## src/rtl/core/spt_pkg.sv

```systemverilog
// Shared constants for the stereo point triangulation unit.
// No dependencies; used by spt_mul, spt_div and the triangulation unit.
package spt_pkg;

  // Default coefficient width and fixed field widths.
  localparam int COEF_WIDTH_DEF = 48;
  localparam int NCOEF          = 24;
  localparam int COORD_W        = 16;
  localparam int OUT_W          = 32;
  localparam int IDX_W          = 5;

  // Multiplier limb width and the fixed part of its latency.
  localparam int LIMB_W    = 32;
  localparam int MUL_FIXED = 3;

  // Divider: quotient bits, pre-shift of the numerator and latency.
  localparam int DIV_STEPS = 40;
  localparam int DIV_PRE   = 9;
  localparam int DIV_LAT   = DIV_STEPS + 3;

  // Command codes.
  localparam logic CMD_LOAD = 1'b0;
  localparam logic CMD_TRI  = 1'b1;

  // Saturation limits of a coordinate.
  localparam logic [OUT_W-1:0] Q_MAX = 32'h7FFF_FFFF;
  localparam logic [OUT_W-1:0] Q_MIN = 32'h8000_0000;

endpackage

```

## src/rtl/core/spt_mul.sv

```systemverilog
// Pipelined signed multiplier built from 32x32 limb products, one limb of a per stage.
// Depends on spt_pkg.
module spt_mul #(
  parameter int AW = 17,
  parameter int BW = 48
) (
  input  logic                 clk,
  input  logic signed [AW-1:0] a,
  input  logic signed [BW-1:0] b,
  output logic signed [AW+BW-1:0] p
);

  localparam int LW  = spt_pkg::LIMB_W;
  localparam int NA  = (AW + LW - 1) / LW;
  localparam int NB  = (BW + LW - 1) / LW;
  localparam int ACW = (NA + NB) * LW;
  localparam int RWD = (NB + 1) * LW;
  localparam int PW  = AW + BW;

  logic signed [NA*LW-1:0] a_ext;
  logic signed [NB*LW-1:0] b_ext;
  logic [NA*LW-1:0]        ma   [0:NA-1];
  logic [NB*LW-1:0]        mb   [0:NA-1];
  logic                    sg   [0:NA+1];
  logic [2*LW-1:0]         prod [1:NA][0:NB-1];
  logic [RWD-1:0]          lo   [1:NA];
  logic [RWD-1:0]          hi   [1:NA];
  logic [ACW-1:0]          acc  [1:NA+1];

  assign a_ext = (NA*LW)'(a);
  assign b_ext = (NB*LW)'(b);

  // Stage zero: magnitudes and product sign.
  always_ff @(posedge clk) begin
    ma[0] <= a[AW-1] ? -a_ext : a_ext;
    mb[0] <= b[BW-1] ? -b_ext : b_ext;
    sg[0] <= a[AW-1] ^ b[BW-1];
  end

  // One limb of a against every limb of b per stage; the previous row is added in.
  for (genvar k = 1; k <= NA; k++) begin : g_stage
    always_comb begin
      lo[k] = '0;
      hi[k] = '0;
      for (int j = 0; j < NB; j++) begin
        lo[k][LW*j +: LW]     = prod[k][j][LW-1:0];
        hi[k][LW*(j+1) +: LW] = prod[k][j][2*LW-1:LW];
      end
    end

    always_ff @(posedge clk) begin
      for (int j = 0; j < NB; j++) begin
        prod[k][j] <= ma[k-1][LW*(k-1) +: LW] * mb[k-1][LW*j +: LW];
      end
      sg[k] <= sg[k-1];
    end

    if (k < NA) begin : g_pass
      always_ff @(posedge clk) begin
        ma[k] <= ma[k-1];
        mb[k] <= mb[k-1];
      end
    end

    if (k == 1) begin : g_first
      always_ff @(posedge clk) begin
        acc[1] <= '0;
      end
    end else begin : g_next
      always_ff @(posedge clk) begin
        acc[k] <= acc[k-1] + ((ACW'(lo[k-1]) + ACW'(hi[k-1])) << (LW*(k-2)));
      end
    end
  end

  // Last row, then the sign.
  always_ff @(posedge clk) begin
    acc[NA+1] <= acc[NA] + ((ACW'(lo[NA]) + ACW'(hi[NA])) << (LW*(NA-1)));
    sg[NA+1]  <= sg[NA];
    p         <= sg[NA+1] ? PW'(-acc[NA+1]) : PW'(acc[NA+1]);
  end

endmodule

```

## config.mk

```make
export PLATFORM = sky130hd
export DESIGN_NAME = spt_mul
export DESIGN_NICKNAME = d
export VERILOG_FILES = /design/src/rtl/core/spt_pkg.sv /design/src/rtl/core/spt_mul.sv
export SDC_FILE = /design/constraint.sdc
export NUM_CORES = 2
export LEC_CHECK = 0
export ABC_AREA = 1
export BUFFER_PORTS_ARGS = -buffer_cell sky130_fd_sc_hd__buf_2
export CORE_ASPECT_RATIO = 1.4
export CORE_MARGIN = 2
export CORE_UTILIZATION = 40
export DETAILED_ROUTE_END_ITERATION = 10
export GPL_ROUTABILITY_DRIVEN = 0
export MAX_ROUTING_LAYER = met4
export PLACE_DENSITY_LB_ADDON = 0.12
export SLEW_MARGIN = 20
export SYNTH_ARGS = -nofsm -noshare
export SYNTH_HDL_FRONTEND = slang
export SYNTH_SLANG_ARGS = --single-unit
export TNS_END_PERCENT = 50
```

## constraint.sdc

```tcl
create_clock -name clk -period 11.91 [get_ports clk]
set_input_delay 0.5955 -clock clk [delete_from_list [all_inputs] [get_ports clk]]
set_output_delay 0.5955 -clock clk [all_outputs]
set_load 0.02 [all_outputs]
```

==> results.py <==
metrics = {
    "run_status": {
        "status": "complete, no violations",
    },
    "critical_path": {
        "timing.reg2reg.setup_slack_ns": 3.80,
        "critical-path-max-stage-delay_ns": 0.83,
        "r2r.worst_path.cells": 23,
        "cell_chain_of_the_critical_path": "buf_4 > nand2_1 > fa_1 > inv_1 > fa_1 > fa_1 > fa_1 > fa_1 > fa_1 > fa_1 > inv_1 > fa_1 > inv_1 > ha_1 > a21oi_1 > inv_1 > a31oi_1 > o21ai_0 > a21oi_1 > nand3_1 > nand2_1 > nand2_1 > xor2_1",
        "critPathBufInv": 5,
        "startpoint_type": "flop",
        "crit_family": "adder cells",
        "endpoint_kind": "flop",
        "critical_path_arrival_ns": 8.60,
        "criticalPathCategory": "reg -> reg",
        "regToRegStartpoint": "ma[0][9]$_DFF_P_",
        "critical_path.max_fanout": 32,
        "critPathSlowestCell": "sky130_fd_sc_hd__dfxtp_2",
        "crit_top_cell": "sky130_fd_sc_hd__fa_1",
        "worstPathRequired_ns": 12.41,
        "timing.rr.end": "prod[1][116]$_DFF_P_",
    },
    "clock_tree": {
        "clkSlewWorstSetupHoldPaths_ns": 0.07,
        "cts_sinks": 326,
        "gates_resized_cts_repair": 0,
        "worstSkewPairLatency_ns": 0.65,
        "cts-buffers-inserted": 41,
        "post-cts-setup-buffers": 0,
        "clock_tree.htree_level_count": 2,
        "cts.hold.buffers_added": 0,
        "root_buffer": "sky130_fd_sc_hd__clkbuf_16",
        "clock_tree_from_tritoncts": "built",
        "clk_path_buf_depth": 3,
    },
    "final_layout": {
        "finish.utilization_pct": 42.95,
        "multi_input_area_um2": 47110,
        "layout_cell_share_with_drive_strength_beyond_1_pct": 4.626,
        "finalNetCount": 10070,
        "register_area_um2": 6580,
        "area_added_between_synthesis_and_finish_pct": 6.889,
        "number_of_fill_cells_in_the_layout": 16560,
    },
    "min_path": {
        "worstHoldPathCells": 1,
        "hold-path-endpoint": "ma[0][0]$_DFF_P_",
        "hold_path_startpoint": "a[0]",
        "class_of_the_worst_hold_path": "in -> reg",
    },
    "flow_run": {
        "cap_viol_max_count": 0,
    },
    "grt": {
        "via_count_of_the_first_global_routing_pass": 54730,
        "initial_antenna_violation_count": 3,
        "overflow_after_grt": 0,
        "grt_first_pass_wirelength_um": 313000,
        "gr-usage-all-layers_pct": 25.73,
        "largest_net_degree_at_the_start_of_global_routing": 50,
    },
    "logic_synthesis": {
        "yosysWarnings": 0,
        "synth-async-reset-ratio_pct": 0,
        "yosysSeqAreaShare_pct": 10.14,
        "synth_compound_area_share_pct": 3.420,
        "post_synth_fa_ha_maj_area_fraction_pct": 49.71,
        "synthXorXnorAreaFrac_pct": 3.238,
        "synth_flop_cell": "sky130_fd_sc_hd__dfxtp_1",
        "synth_simple_gate_area_share_pct": 16.62,
        "synth.area.mux_share_pct": 0,
        "postSynthRegisterBits": 326,
        "post-synth-top-area-fraction_pct": 41.51,
        "cell_count_after_synthesis": 8289,
        "post_synth_main_area_contributors": "sky130_fd_sc_hd__fa_1 (42%), sky130_fd_sc_hd__inv_1 (15%), sky130_fd_sc_hd__nand2_1 (12%)",
        "synth_top_family_by_area": "adder cells",
        "post_synth_most_frequent_cells": "sky130_fd_sc_hd__inv_1 (2547), sky130_fd_sc_hd__nand2_1 (2109), sky130_fd_sc_hd__fa_1 (1335)",
        "post_synth_instance_area_um2": 64380,
        "count_of_flip_flops_with_a_built_in_enable_after_synthesis": 0,
        "synth.most_common_cell": "sky130_fd_sc_hd__inv_1",
        "synth_area_per_cell_um2": 7.767,
        "post_synth_num_cell_types": 58,
        "post-synth-top-area-cell": "sky130_fd_sc_hd__fa_1",
    },
    "routing": {
        "remaining_drc_errors": 0,
        "drt_wl_total_um": 198800,
        "routed-via-count": 50050,
        "vias_per_cell": 4.815,
        "drt_pass1_iterations": 6,
        "post_drt_wl_per_cell_um": 19.13,
        "dr.first_iter.drc_count": 2842,
        "antenna_nets_post_route": 0,
    },
    "sta": {
        "achievable-frequency_mhz": 123.4,
        "finalCritPeriodShare_pct": 68.06,
        "setup_violations": 0,
        "timing.slew.headroom_pct": 24.85,
        "final-hold-violation-count": 0,
        "post-route-min-period_ns": 8.106,
        "fin_tns_setup_ns": 0,
        "setup_repair_after_global_routing_missed_its_margin": "false",
        "timing_worst_slew_pin_value_ns": 1.127,
        "report.final.slew_viol_count": 0,
        "skew_ns": 0.05404,
    },
    "die": {
        "number_of_top_level_design_ports": 131,
        "initial_utilization_pct": 40.18,
        "core_region_um2": 160200,
        "placement_rows": 174,
        "die_width_um": 343.1,
        "die_height_um": 478.7,
        "die_area_um2": 164200,
    },
    "place": {
        "hpwl_um": 157200,
        "place.port_buffers": 130,
    },
}
-- cell type report --
cell class	count	area share, %
Antenna cell	4	0.01454
Clock buffer	45	1.556
Tap cell	2112	3.840
Multi-Input combinational cell	5103	68.46
Clock inverter	30	0.6618
Inverter	2550	13.91
Sequential cell	326	9.561
Timing Repair Buffer	225	2.000
-- worst max-delay path by stage --
| stage | startpoint | endpoint | cells past startpoint |
|---|---|---|---|
| 2_1_floorplan | ma[0][7]$_DFF_P_ | prod[1][103]$_DFF_P_ | 30 |
| 3_3_place_gp | ma[0][5]$_DFF_P_ | prod[1][123]$_DFF_P_ | 27 |
| 3_5_place_dp | ma[0][9]$_DFF_P_ | prod[1][116]$_DFF_P_ | 23 |
| 4_1_cts | ma[0][9]$_DFF_P_ | prod[1][116]$_DFF_P_ | 23 |
| 5_1_grt | ma[0][9]$_DFF_P_ | prod[1][116]$_DFF_P_ | 23 |
| 6_report | ma[0][9]$_DFF_P_ | prod[1][116]$_DFF_P_ | 23 |
-- through the flow --
step	setup WS [ns]	hold slack (ns)	cells	area (um2)
3_5_place_dp	3.881	0.3121	10320	67280
4_1_cts	3.828	0.05716	10390	68810
6_report	3.804	0.1108	10400	68820
3_3_place_gp	3.912	0.3107	10320	67280
2_1_floorplan	5.072	0.3096	8319	64500
5_1_grt	3.474	0.09948	10390	68810
-- per-layer routing --
layer / up-vias / routed length [um] / global-route usage (%)
met2: 1384 / 103400 / 46.11
met3: 345 / 9403 / 2.355
met1: 25140 / 78990 / 30.34
met4: 0 / 7050 / 7.905
li1: 23190 / - / -
met5: - / 0 / -
-- cell families after synthesis --
family / Yosys count
buffers and inverters: 2890
and+or+nand+nor: 2694
DFF: 326
adders and majority gates: 1757
other: 1
xor gates and xnor gates: 238
AOI/OAI and AO/OA: 383
-- flip-flops by register name, summed over array words and instances, names as in the netlist --
| signal | count |
|---|---|
| acc | 65 |
| ma | 32 |
| mb | 64 |
| p | 65 |
| prod | 97 |
| sg | 3 |
-- cells in the final DEF, fill, tap and decap left out, types with 6 or more instances in the layout --
cell / netlist / final
sky130_fd_sc_hd__nand2_2: 8 / 8
sky130_fd_sc_hd__dfxtp_1: 326 / 283
sky130_fd_sc_hd__nor2_1: 287 / 287
sky130_fd_sc_hd__conb_1: 1 / 31
sky130_fd_sc_hd__clkbuf_16: 0 / 41
sky130_fd_sc_hd__a21oi_1: 155 / 155
sky130_fd_sc_hd__o21ai_0: 104 / 104
sky130_fd_sc_hd__a21o_1: 13 / 13
sky130_fd_sc_hd__nand3b_1: 9 / 9
sky130_fd_sc_hd__o21ai_1: 18 / 18
sky130_fd_sc_hd__fa_1: 1335 / 1335
sky130_fd_sc_hd__buf_2: 8 / 130
sky130_fd_sc_hd__a31oi_1: 20 / 20
sky130_fd_sc_hd__buf_4: 0 / 94
sky130_fd_sc_hd__nor3_1: 50 / 50
sky130_fd_sc_hd__ha_1: 422 / 422
sky130_fd_sc_hd__bufinv_16: 0 / 8
sky130_fd_sc_hd__xor2_1: 174 / 174
sky130_fd_sc_hd__o21bai_1: 28 / 28
sky130_fd_sc_hd__nor2_2: 6 / 6
sky130_fd_sc_hd__nand2_1: 2109 / 2109
sky130_fd_sc_hd__o31ai_1: 8 / 8
sky130_fd_sc_hd__dfxtp_2: 0 / 43
sky130_fd_sc_hd__o21a_1: 8 / 8
sky130_fd_sc_hd__nor4_1: 29 / 29
sky130_fd_sc_hd__nand4_1: 32 / 32
sky130_fd_sc_hd__nand3_1: 134 / 134
sky130_fd_sc_hd__inv_1: 2547 / 2547
sky130_fd_sc_hd__xnor2_1: 64 / 64
Power is not shown: default switching activity piles up to over one toggle a cycle in this logic, so the estimate is an artifact.
